**src/hw/rtl/lrws_pkg.sv**
```systemverilog
package lrws_pkg;

   localparam int CSR_INDEX_W = 3;
   localparam int CSR_DATA_W  = 32;

   localparam logic [CSR_INDEX_W-1:0] REG_GRID_SIDE    = 3'd0;
   localparam logic [CSR_INDEX_W-1:0] REG_MAX_LIFETIME = 3'd1;
   localparam logic [CSR_INDEX_W-1:0] REG_WEIGHT_UP    = 3'd2;
   localparam logic [CSR_INDEX_W-1:0] REG_WEIGHT_DOWN  = 3'd3;
   localparam logic [CSR_INDEX_W-1:0] REG_WEIGHT_LEFT  = 3'd4;
   localparam logic [CSR_INDEX_W-1:0] REG_WEIGHT_RIGHT = 3'd5;
   localparam logic [CSR_INDEX_W-1:0] REG_RNG_SEED     = 3'd6;

   localparam logic [15:0] GRID_SIDE_RESET    = 16'd256;
   localparam logic [23:0] MAX_LIFETIME_RESET = 24'd1000;
   localparam logic [8:0]  WEIGHT_RESET       = 9'd64;
   localparam logic [31:0] RNG_SEED_RESET     = 32'd1;

   localparam logic [2:0] OUT_STAY  = 3'd0;
   localparam logic [2:0] OUT_DONE  = 3'd1;
   localparam logic [2:0] OUT_RIGHT = 3'd2;
   localparam logic [2:0] OUT_LEFT  = 3'd3;
   localparam logic [2:0] OUT_UP    = 3'd4;
   localparam logic [2:0] OUT_DOWN  = 3'd5;

   localparam int PROD_W = 25;

   // Draw order of the generator: up, down, left, right.
   typedef enum logic [1:0] {
      DIR_UP    = 2'd0,
      DIR_DOWN  = 2'd1,
      DIR_LEFT  = 2'd2,
      DIR_RIGHT = 2'd3
   } dir_type;

   typedef enum logic [2:0] {
      ST_IDLE,
      ST_CHECK,
      ST_DRAW,
      ST_SETTLE,
      ST_MOVE,
      ST_FINISH
   } state_type;

   typedef struct packed {
      logic        load;
      logic [31:0] seed;
      logic        advance;
   } rng_ctl_type;

   typedef struct packed {
      logic    mul_en;
      dir_type dir;
   } pick_ctl_type;

endpackage

```
**src/hw/rtl/lrws_req_if.sv**
```systemverilog
interface lrws_req_if;
   logic        valid;
   logic        ready;
   logic [15:0] pos_x;
   logic [15:0] pos_y;
   logic [23:0] age;

   modport source (output valid, output pos_x, output pos_y, output age, input ready);
   modport sink (input valid, input pos_x, input pos_y, input age, output ready);
endinterface

```
**src/hw/rtl/lrws_rsp_if.sv**
```systemverilog
interface lrws_rsp_if;
   logic        valid;
   logic        ready;
   logic [15:0] new_x;
   logic [15:0] new_y;
   logic [23:0] new_age;
   logic [2:0]  outcome;

   modport source (
      output valid, output new_x, output new_y, output new_age, output outcome,
      input ready
   );
   modport sink (
      input valid, input new_x, input new_y, input new_age, input outcome,
      output ready
   );
endinterface

```
**src/hw/rtl/lrws_rng.sv**
```systemverilog
module lrws_rng (
   input  logic                clock,
   input  logic                reset,
   input  lrws_pkg::rng_ctl_type ctl,
   output logic [15:0]         draw
);

   logic [31:0] state_ff;
   logic [31:0] state_in;
   logic [31:0] s1;
   logic [31:0] s2;
   logic [31:0] step_val;

   // Xorshift32 with shifts 13, 17 and 5.
   always_comb begin
      s1       = state_ff ^ (state_ff << 13);
      s2       = s1 ^ (s1 >> 17);
      step_val = s2 ^ (s2 << 5);
   end

   // The draw is taken from the state that this advance produces.
   assign draw = step_val[31:16];

   always_comb begin
      state_in = state_ff;
      if (ctl.load) begin
         // A zero seed would lock the generator, so it is loaded as one.
         state_in = (ctl.seed == 32'd0) ? 32'd1 : ctl.seed;
      end else if (ctl.advance) begin
         state_in = step_val;
      end
   end

   always_ff @(posedge clock) begin
      if (reset) begin
         state_ff <= lrws_pkg::RNG_SEED_RESET;
      end else begin
         state_ff <= state_in;
      end
   end

endmodule

```
**src/hw/rtl/lrws_pick.sv**
```systemverilog
module lrws_pick (
   input  logic                   clock,
   input  logic                   reset,
   input  lrws_pkg::pick_ctl_type ctl,
   input  logic [8:0]             weight,
   input  logic [15:0]            draw,
   output lrws_pkg::dir_type      best_dir
);

   logic [lrws_pkg::PROD_W-1:0] prod_ff;
   lrws_pkg::dir_type           tag_ff;
   logic                        pend_ff;
   logic [lrws_pkg::PROD_W-1:0] best_ff;
   lrws_pkg::dir_type           best_dir_ff;
   logic                        take;

   // Ties go to up, then down, then right, then left. Draws arrive in the
   // order up, down, left, right, so only right may win a tie, and only
   // against left.
   always_comb begin
      take = (tag_ff == lrws_pkg::DIR_UP) || (prod_ff > best_ff) ||
             ((tag_ff == lrws_pkg::DIR_RIGHT) && (prod_ff == best_ff) &&
              (best_dir_ff == lrws_pkg::DIR_LEFT));
   end

   always_ff @(posedge clock) begin
      if (reset) begin
         pend_ff     <= 1'b0;
         best_dir_ff <= lrws_pkg::DIR_UP;
      end else begin
         pend_ff <= ctl.mul_en;
         if (pend_ff && take) begin
            best_dir_ff <= tag_ff;
         end
      end
   end

   always_ff @(posedge clock) begin
      if (ctl.mul_en) begin
         prod_ff <= {16'd0, weight} * {9'd0, draw};
         tag_ff  <= ctl.dir;
      end
      if (pend_ff && take) begin
         best_ff <= prod_ff;
      end
   end

   assign best_dir = best_dir_ff;

endmodule

```
**src/hw/rtl/lattice_random_walk_stepper.sv**
```systemverilog
// Channel    Role     Carries
// req_chan   sink     pos_x, pos_y, age of one walker
// rsp_chan   source   new_x, new_y, new_age, outcome
// csr_*      write    csr_we, csr_index, csr_wdata (no read-back)
//
// A request passes the idle state, then for each step a lifetime check, four draws
// through the shared generator and multiplier, a compare and a move, and at last a
// finish state that loads the result once the output register is free.
// Reset is synchronous and clears the configuration, the sequencer and the generator.
// A new request is taken while the previous result still waits; the result
// of that request is held back until the output register is free.
module lattice_random_walk_stepper #(
   parameter int STEPS_PER_VISIT = 50
) (
   input  logic                                clock,
   input  logic                                reset,
   lrws_req_if.sink                            req_chan,
   lrws_rsp_if.source                          rsp_chan,
   input  logic                                csr_we,
   input  logic [lrws_pkg::CSR_INDEX_W-1:0]    csr_index,
   input  logic [lrws_pkg::CSR_DATA_W-1:0]     csr_wdata
);

   localparam int STEP_W = $clog2(STEPS_PER_VISIT + 1);
   localparam logic [STEP_W-1:0] LAST_STEP = STEP_W'(STEPS_PER_VISIT - 1);

   logic [15:0] grid_side_ff;
   logic [23:0] max_lifetime_ff;
   logic [8:0]  weight_up_ff;
   logic [8:0]  weight_down_ff;
   logic [8:0]  weight_left_ff;
   logic [8:0]  weight_right_ff;

   lrws_pkg::state_type state_ff, state_in;
   lrws_pkg::dir_type   draw_ff, draw_in;
   logic [STEP_W-1:0]   step_ff, step_in;
   logic [15:0]         x_ff, x_in;
   logic [15:0]         y_ff, y_in;
   logic [23:0]         age_ff, age_in;
   logic [2:0]          outcome_ff, outcome_in;
   logic                rsp_valid_ff, rsp_valid_in;
   logic [15:0]         rsp_x_ff;
   logic [15:0]         rsp_y_ff;
   logic [23:0]         rsp_age_ff;
   logic [2:0]          rsp_outcome_ff;
   logic                rsp_load;

   lrws_pkg::rng_ctl_type  rng_ctl;
   lrws_pkg::pick_ctl_type pick_ctl;
   logic [15:0]            draw;
   logic [8:0]             weight;
   lrws_pkg::dir_type      best_dir;

   logic signed [17:0] xs;
   logic signed [17:0] ys;
   logic signed [17:0] side_s;
   logic [15:0]        far_edge;

   lrws_rng u_rng (
      .clock (clock),
      .reset (reset),
      .ctl   (rng_ctl),
      .draw  (draw)
   );

   lrws_pick u_pick (
      .clock    (clock),
      .reset    (reset),
      .ctl      (pick_ctl),
      .weight   (weight),
      .draw     (draw),
      .best_dir (best_dir)
   );

   always_ff @(posedge clock) begin
      if (reset) begin
         grid_side_ff    <= lrws_pkg::GRID_SIDE_RESET;
         max_lifetime_ff <= lrws_pkg::MAX_LIFETIME_RESET;
         weight_up_ff    <= lrws_pkg::WEIGHT_RESET;
         weight_down_ff  <= lrws_pkg::WEIGHT_RESET;
         weight_left_ff  <= lrws_pkg::WEIGHT_RESET;
         weight_right_ff <= lrws_pkg::WEIGHT_RESET;
      end else if (csr_we) begin
         unique case (csr_index)
            lrws_pkg::REG_GRID_SIDE:    grid_side_ff    <= csr_wdata[15:0];
            lrws_pkg::REG_MAX_LIFETIME: max_lifetime_ff <= csr_wdata[23:0];
            lrws_pkg::REG_WEIGHT_UP:    weight_up_ff    <= csr_wdata[8:0];
            lrws_pkg::REG_WEIGHT_DOWN:  weight_down_ff  <= csr_wdata[8:0];
            lrws_pkg::REG_WEIGHT_LEFT:  weight_left_ff  <= csr_wdata[8:0];
            lrws_pkg::REG_WEIGHT_RIGHT: weight_right_ff <= csr_wdata[8:0];
            default: ;
         endcase
      end
   end

   always_comb begin
      unique case (draw_ff)
         lrws_pkg::DIR_UP:    weight = weight_up_ff;
         lrws_pkg::DIR_DOWN:  weight = weight_down_ff;
         lrws_pkg::DIR_LEFT:  weight = weight_left_ff;
         lrws_pkg::DIR_RIGHT: weight = weight_right_ff;
      endcase
   end

   // Candidate position of the move, wide enough for -1 and 65536.
   always_comb begin
      xs = $signed({2'b00, x_ff});
      ys = $signed({2'b00, y_ff});
      unique case (best_dir)
         lrws_pkg::DIR_UP:    ys = ys + 18'sd1;
         lrws_pkg::DIR_DOWN:  ys = ys - 18'sd1;
         lrws_pkg::DIR_LEFT:  xs = xs - 18'sd1;
         lrws_pkg::DIR_RIGHT: xs = xs + 18'sd1;
      endcase
      side_s   = $signed({2'b00, grid_side_ff});
      far_edge = grid_side_ff - 16'd1;
   end

   assign req_chan.ready = (state_ff == lrws_pkg::ST_IDLE);

   always_comb begin
      state_in     = state_ff;
      draw_in      = draw_ff;
      step_in      = step_ff;
      x_in         = x_ff;
      y_in         = y_ff;
      age_in       = age_ff;
      outcome_in   = outcome_ff;
      rsp_load     = 1'b0;
      rng_ctl.load    = csr_we && (csr_index == lrws_pkg::REG_RNG_SEED);
      rng_ctl.seed    = csr_wdata;
      rng_ctl.advance = 1'b0;
      pick_ctl.mul_en = 1'b0;
      pick_ctl.dir    = draw_ff;

      unique case (state_ff)
         lrws_pkg::ST_IDLE: begin
            if (req_chan.valid) begin
               x_in       = req_chan.pos_x;
               y_in       = req_chan.pos_y;
               age_in     = req_chan.age;
               step_in    = '0;
               outcome_in = lrws_pkg::OUT_STAY;
               state_in   = lrws_pkg::ST_CHECK;
            end
         end
         lrws_pkg::ST_CHECK: begin
            if (age_ff == max_lifetime_ff) begin
               outcome_in = lrws_pkg::OUT_DONE;
               state_in   = lrws_pkg::ST_FINISH;
            end else begin
               age_in   = age_ff + 24'd1;
               draw_in  = lrws_pkg::DIR_UP;
               state_in = lrws_pkg::ST_DRAW;
            end
         end
         lrws_pkg::ST_DRAW: begin
            rng_ctl.advance = 1'b1;
            pick_ctl.mul_en = 1'b1;
            draw_in = lrws_pkg::dir_type'(2'(draw_ff) + 2'd1);
            if (draw_ff == lrws_pkg::DIR_RIGHT) begin
               state_in = lrws_pkg::ST_SETTLE;
            end
         end
         lrws_pkg::ST_SETTLE: begin
            // The last product is compared during this cycle.
            state_in = lrws_pkg::ST_MOVE;
         end
         lrws_pkg::ST_MOVE: begin
            priority if (xs >= side_s) begin
               x_in       = 16'd0;
               y_in       = ys[15:0];
               outcome_in = lrws_pkg::OUT_RIGHT;
               state_in   = lrws_pkg::ST_FINISH;
            end else if (xs < 18'sd0) begin
               x_in       = far_edge;
               y_in       = ys[15:0];
               outcome_in = lrws_pkg::OUT_LEFT;
               state_in   = lrws_pkg::ST_FINISH;
            end else if (ys >= side_s) begin
               x_in       = xs[15:0];
               y_in       = 16'd0;
               outcome_in = lrws_pkg::OUT_UP;
               state_in   = lrws_pkg::ST_FINISH;
            end else if (ys < 18'sd0) begin
               x_in       = xs[15:0];
               y_in       = far_edge;
               outcome_in = lrws_pkg::OUT_DOWN;
               state_in   = lrws_pkg::ST_FINISH;
            end else begin
               x_in = xs[15:0];
               y_in = ys[15:0];
               if (step_ff == LAST_STEP) begin
                  state_in = lrws_pkg::ST_FINISH;
               end else begin
                  step_in  = step_ff + STEP_W'(1);
                  state_in = lrws_pkg::ST_CHECK;
               end
            end
         end
         lrws_pkg::ST_FINISH: begin
            if (!rsp_valid_ff || rsp_chan.ready) begin
               rsp_load = 1'b1;
               state_in = lrws_pkg::ST_IDLE;
            end
         end
         default: state_in = lrws_pkg::ST_IDLE;
      endcase

      rsp_valid_in = rsp_load || (rsp_valid_ff && !rsp_chan.ready);
   end

   always_ff @(posedge clock) begin
      if (reset) begin
         state_ff     <= lrws_pkg::ST_IDLE;
         draw_ff      <= lrws_pkg::DIR_UP;
         rsp_valid_ff <= 1'b0;
      end else begin
         state_ff     <= state_in;
         draw_ff      <= draw_in;
         rsp_valid_ff <= rsp_valid_in;
      end
   end

   always_ff @(posedge clock) begin
      step_ff    <= step_in;
      x_ff       <= x_in;
      y_ff       <= y_in;
      age_ff     <= age_in;
      outcome_ff <= outcome_in;
      if (rsp_load) begin
         rsp_x_ff       <= x_ff;
         rsp_y_ff       <= y_ff;
         rsp_age_ff     <= age_ff;
         rsp_outcome_ff <= outcome_ff;
      end
   end

   assign rsp_chan.valid   = rsp_valid_ff;
   assign rsp_chan.new_x   = rsp_x_ff;
   assign rsp_chan.new_y   = rsp_y_ff;
   assign rsp_chan.new_age = rsp_age_ff;
   assign rsp_chan.outcome = rsp_outcome_ff;

endmodule

```
**src/flat_wrapper.sv**
```systemverilog
// flat-port wrapper written by rule: the top's interface ports become plain ports
module lattice_random_walk_stepper_flat 
#(
   parameter int STEPS_PER_VISIT = 50
)
  (clock, reset, csr_we, csr_index, csr_wdata, req_chan_valid, req_chan_pos_x, req_chan_pos_y, req_chan_age, req_chan_ready, rsp_chan_valid, rsp_chan_new_x, rsp_chan_new_y, rsp_chan_new_age, rsp_chan_outcome, rsp_chan_ready);
  lrws_req_if req_chan_i ();
  lrws_rsp_if rsp_chan_i ();
  input  logic clock;
  input  logic reset;
  input  logic csr_we;
  input  logic [lrws_pkg::CSR_INDEX_W-1:0] csr_index;
  input  logic [lrws_pkg::CSR_DATA_W-1:0] csr_wdata;
  input wire logic [$bits(req_chan_i.valid)-1:0] req_chan_valid;
  input wire logic [$bits(req_chan_i.pos_x)-1:0] req_chan_pos_x;
  input wire logic [$bits(req_chan_i.pos_y)-1:0] req_chan_pos_y;
  input wire logic [$bits(req_chan_i.age)-1:0] req_chan_age;
  output wire logic [$bits(req_chan_i.ready)-1:0] req_chan_ready;
  output wire logic [$bits(rsp_chan_i.valid)-1:0] rsp_chan_valid;
  output wire logic [$bits(rsp_chan_i.new_x)-1:0] rsp_chan_new_x;
  output wire logic [$bits(rsp_chan_i.new_y)-1:0] rsp_chan_new_y;
  output wire logic [$bits(rsp_chan_i.new_age)-1:0] rsp_chan_new_age;
  output wire logic [$bits(rsp_chan_i.outcome)-1:0] rsp_chan_outcome;
  input wire logic [$bits(rsp_chan_i.ready)-1:0] rsp_chan_ready;
  assign req_chan_i.valid = req_chan_valid;
  assign req_chan_i.pos_x = req_chan_pos_x;
  assign req_chan_i.pos_y = req_chan_pos_y;
  assign req_chan_i.age = req_chan_age;
  assign req_chan_ready = req_chan_i.ready;
  assign rsp_chan_valid = rsp_chan_i.valid;
  assign rsp_chan_new_x = rsp_chan_i.new_x;
  assign rsp_chan_new_y = rsp_chan_i.new_y;
  assign rsp_chan_new_age = rsp_chan_i.new_age;
  assign rsp_chan_outcome = rsp_chan_i.outcome;
  assign rsp_chan_i.ready = rsp_chan_ready;
  lattice_random_walk_stepper #(.STEPS_PER_VISIT(STEPS_PER_VISIT)) u_core (.clock(clock), .reset(reset), .req_chan(req_chan_i), .rsp_chan(rsp_chan_i), .csr_we(csr_we), .csr_index(csr_index), .csr_wdata(csr_wdata));
endmodule
```
**config.mk**
```make
export PLATFORM = sky130hd
export DESIGN_NAME = lattice_random_walk_stepper_flat
export DESIGN_NICKNAME = d
export VERILOG_FILES = /design/src/hw/rtl/lrws_pkg.sv /design/src/hw/rtl/lrws_req_if.sv /design/src/hw/rtl/lrws_rsp_if.sv /design/src/hw/rtl/lrws_rng.sv /design/src/hw/rtl/lrws_pick.sv /design/src/hw/rtl/lattice_random_walk_stepper.sv /design/src/flat_wrapper.sv
export SDC_FILE = /design/constraint.sdc
export NUM_CORES = 1
export LEC_CHECK = 0
export BUFFER_PORTS_ARGS = -buffer_cell sky130_fd_sc_hd__buf_2
export CAP_MARGIN = 20
export CORE_ASPECT_RATIO = 0.9
export CORE_MARGIN = 10
export CORE_UTILIZATION = 50
export DETAILED_ROUTE_END_ITERATION = 12
export PLACE_DENSITY = 0.69
export SKIP_CTS_REPAIR_TIMING = 1
export SLEW_MARGIN = 20
export SYNTH_ARGS = -nofsm -noshare
export SYNTH_HDL_FRONTEND = slang
export SYNTH_HIERARCHICAL = 1
export SYNTH_SLANG_ARGS = --single-unit
```
**constraint.sdc**
```tcl
create_clock -name clock -period 12.65 [get_ports clock]
set_input_delay 0.6325 -clock clock [delete_from_list [all_inputs] [get_ports clock]]
set_output_delay 0.6325 -clock clock [all_outputs]
set_load 0.005 [all_outputs]
```
==> qor.csv <==
metric,value,unit
insertion_delay,0.56,ns
timing.rr.start,u_core/draw_ff[0]$_SDFFE_PP0P_,
grt_max_degree,65,
min_period,6.30,ns
combPwrFrac,25.1,%
cap_violations,0,
netSwitchingPower,931,µW
final_nets,2540,
wl,53.3,mm
die_w,231,µm
firstDrtPassIters,6,
max_slew_margin,26.8,%
antenna_found_initial,4,
vias_per_cell,5.65,
fin_ws,6.35,ns
syn_area_per_cell,9.52,µm²
fmax,159,MHz
period_share,49.8,%
worstPathArrival,6.58,ns
num_vias,15800,
max_stage_delay,0.82,ns
io_pins,157,
utilization,57.0,%
overflow,0,
cts_tree,built,
critical_path.cell_chain,inv_1 -> ha_1 -> mux2i_2 -> nand2_1 -> fa_1 -> inv_1 -> fa_1 -> inv_1 -> fa_1 -> fa_1 -> inv_1 -> ha_1 -> o21a_1 -> o31a_1 -> o31a_1 -> a2111o_1 -> a21oi_1 -> nor3b_1,
wl_per_cell,19.1,µm
hp-class,input port to flip-flop,
synth_cell_type_count,78,
p_int,1970,µW
ys.flop_type,edfxtp_1,
cts_buffers,34,
setup_viol,0,
seq_area_frac_synth,38.2,%
status,"finished, final reports clean",
finalHoldViolCount,0,
skew,0.0280,ns
drtIter0Drc,1405,
yosysWarningCount,6,
cp_slowest_cell,mux2i_2,
clk_pin_slew,0.06,ns
drive_above_1_share,12.0,%
grt_usage,21.5,%
grt_pass1_vias,15600,
synth_common_cells,"316 x nand2_1, 207 x inv_1, 176 x edfxtp_1",
cts_buffer_depth,3,
pwr-share-clk,34.5,%
reg2reg_depth,18,
grt_pass1_wl,84.5,mm
hpwl,40.0,mm
p_sw_share,32.1,%
root_buffer,clkbuf_16,
min_to,u_core/u_rng/state_ff[26]$_SDFFE_PP0P_,
rows,69,
seqPwrFrac,40.4,%
ys_top_cells_by_area,"edfxtp_1 26%, dfxtp_1 12%, fa_1 9.9%",
ir_drop,98.5,µV
pre_cts_ws,6.25,ns
synth_top_cell_by_area,edfxtp_1,
cts.sinks,293,
synth_edf_count,176,
design.die.area,48400,µm²
syn_area,20000,µm²
drv_slew,0,
min_path_cells,3,
rsz0062_at_grt,no,
syn-instance-count,2099,
synth_async_sr_flop_share,0,%
start_util,50.6,%
powerDensity,129,nW/µm²
syn-num-nets,2408,
drcViolationCount,0,
drtAntennaViolNets,0,
synth_top_cell_area_share,26.4,%
crit_type,flip-flop to flip-flop,
required,12.94,ns
cts_max_level,2,
worstMarginPinSlew,1.09,ns
gp_congestion,0.932,
crit_path_max_fanout,16,
die_y,210,µm
p_leak,0.00948,µW
fin_setup_tns,0,ns
portBuffers,156,
regToRegSetupSlack,6.35,ns
startpoint_type,flip-flop,
worst_hold_startpoint,csr_wdata[26],
syn_to_final_growth,12.5,%
post-synth-top-count-cell,nand2_1,
worstReg2RegEnd,u_core/u_pick/prod_ff[24]$_DFFE_PP_,
synth.ff_latch_count,293,
cp-end-kind,flip-flop,
core,39500,µm²
==> area by class of cell <==
type                            count  area (µm²)
Sequential cell                   293        7630
Multi-Input combinational cell   1520       11300
Fill cell                        3499       17000
Inverter                          209         785
Timing Repair Buffer              173         918
Clock inverter                     16         191
Clock buffer                       45         963
Antenna cell                        2        5.00
Tap cell                          532         666
==> placed cells by master, fill, tap and decap left out, types with 13 or more instances in the layout <==
cell,n
xnor2_1,89
and2_1,97
mux2i_1,13
ha_1,114
and3_1,25
xor2_1,52
o21ai_0,69
nor2_1,104
nand4_1,38
buf_4,17
fa_1,99
dfxtp_1,117
or3_1,15
clkbuf_16,35
inv_1,206
a211oi_1,20
nand2b_1,15
nor4_1,28
edfxtp_1,176
nor3_1,30
buf_2,155
a21oi_1,139
nand2_1,316
nand3_1,43
o211ai_1,13
a211o_1,13
==> through the flow <==
stage | instance area [µm²] | std cells | hold slack [ns] | power [µW]
after CTS | 22400 | 2787 | 0.307 | 2920
after detailed placement | 21300 | 2726 | 0.405 | 1900
final | 22500 | 2790 | 0.326 | 2900
after global routing | 22500 | 2790 | 0.329 | 3050
after floorplan | 20000 | 2099 | 0.400 | 1680
after global placement | 21300 | 2726 | 0.415 | 1890
==> cells by family after synthesis <==
kind of cell	count (synthesis)	share of synthesized area, %
fa+ha+maj	213	17.1
mux	21	1.06
simple gates	766	18.7
compound gates	359	11.3
flops	293	38.2
xor+xnor	161	8.28
buf+inv	286	5.44
==> flip-flops by register name, summed over array words and instances (netlist names), 6 cells and up <==
signal	count
u_core/rsp_chan.new_y	16
u_core/age_ff	24
u_core/u_rng/state_ff	32
u_core/weight_up_ff	9
u_core/x_ff	16
u_core/weight_down_ff	9
u_core/grid_side_ff	16
u_core/u_pick/best_ff	25
u_core/u_pick/prod_ff	25
u_core/weight_right_ff	9
u_core/weight_left_ff	9
u_core/max_lifetime_ff	24
u_core/rsp_chan.new_age	24
u_core/step_ff	6
u_core/y_ff	16
u_core/rsp_chan.new_x	16
==> worst max-delay path: cells and delay by family, from the launching register on <==
| family | cells | cell delay, ns |
|---|---|---|
| adder cells (fa/ha/maj) | 6 | 2.99 |
| AO/OA/AOI/OAI | 5 | 1.33 |
| multiplexers | 1 | 0.82 |
| flip-flops | 1 | 0.35 |
| buffers and inverters | 4 | 0.26 |
| AND/OR/NAND/NOR | 2 | 0.25 |
==> routing by layer <==
metal  routed length, µm  GRT usage (%)
met5                  14              0
met4                1260           7.00
met3                3400           3.69
met2               23700           32.5
met1               24900           30.8
==> worst max path at each step <==
stage | startpoint | endpoint | cells past startpoint
4_1_cts | u_core/draw_ff[0]$_SDFFE_PP0P_ | u_core/u_pick/prod_ff[22]$_DFFE_PP_ | 18
3_5_place_dp | u_core/draw_ff[0]$_SDFFE_PP0P_ | u_core/u_pick/prod_ff[22]$_DFFE_PP_ | 18
5_1_grt | u_core/draw_ff[0]$_SDFFE_PP0P_ | u_core/u_pick/prod_ff[22]$_DFFE_PP_ | 18
2_1_floorplan | u_core/draw_ff[0]$_SDFFE_PP0P_ | u_core/u_pick/prod_ff[22]$_DFFE_PP_ | 20
6_report | u_core/draw_ff[0]$_SDFFE_PP0P_ | u_core/u_pick/prod_ff[24]$_DFFE_PP_ | 18
3_3_place_gp | u_core/draw_ff[0]$_SDFFE_PP0P_ | u_core/u_pick/prod_ff[22]$_DFFE_PP_ | 18
==> power by group through the flow <==
stage / combinational (µW) / sequential [µW] / clock (µW)
after global routing: 811 / 1180 / 1060
after CTS: 722 / 1170 / 1020
after floorplan: 522 / 1160 / 0
after global placement: 697 / 1190 / 0
after detailed placement: 714 / 1190 / 0
final: 729 / 1170 / 1000
Power figures use the tool's default switching activity.
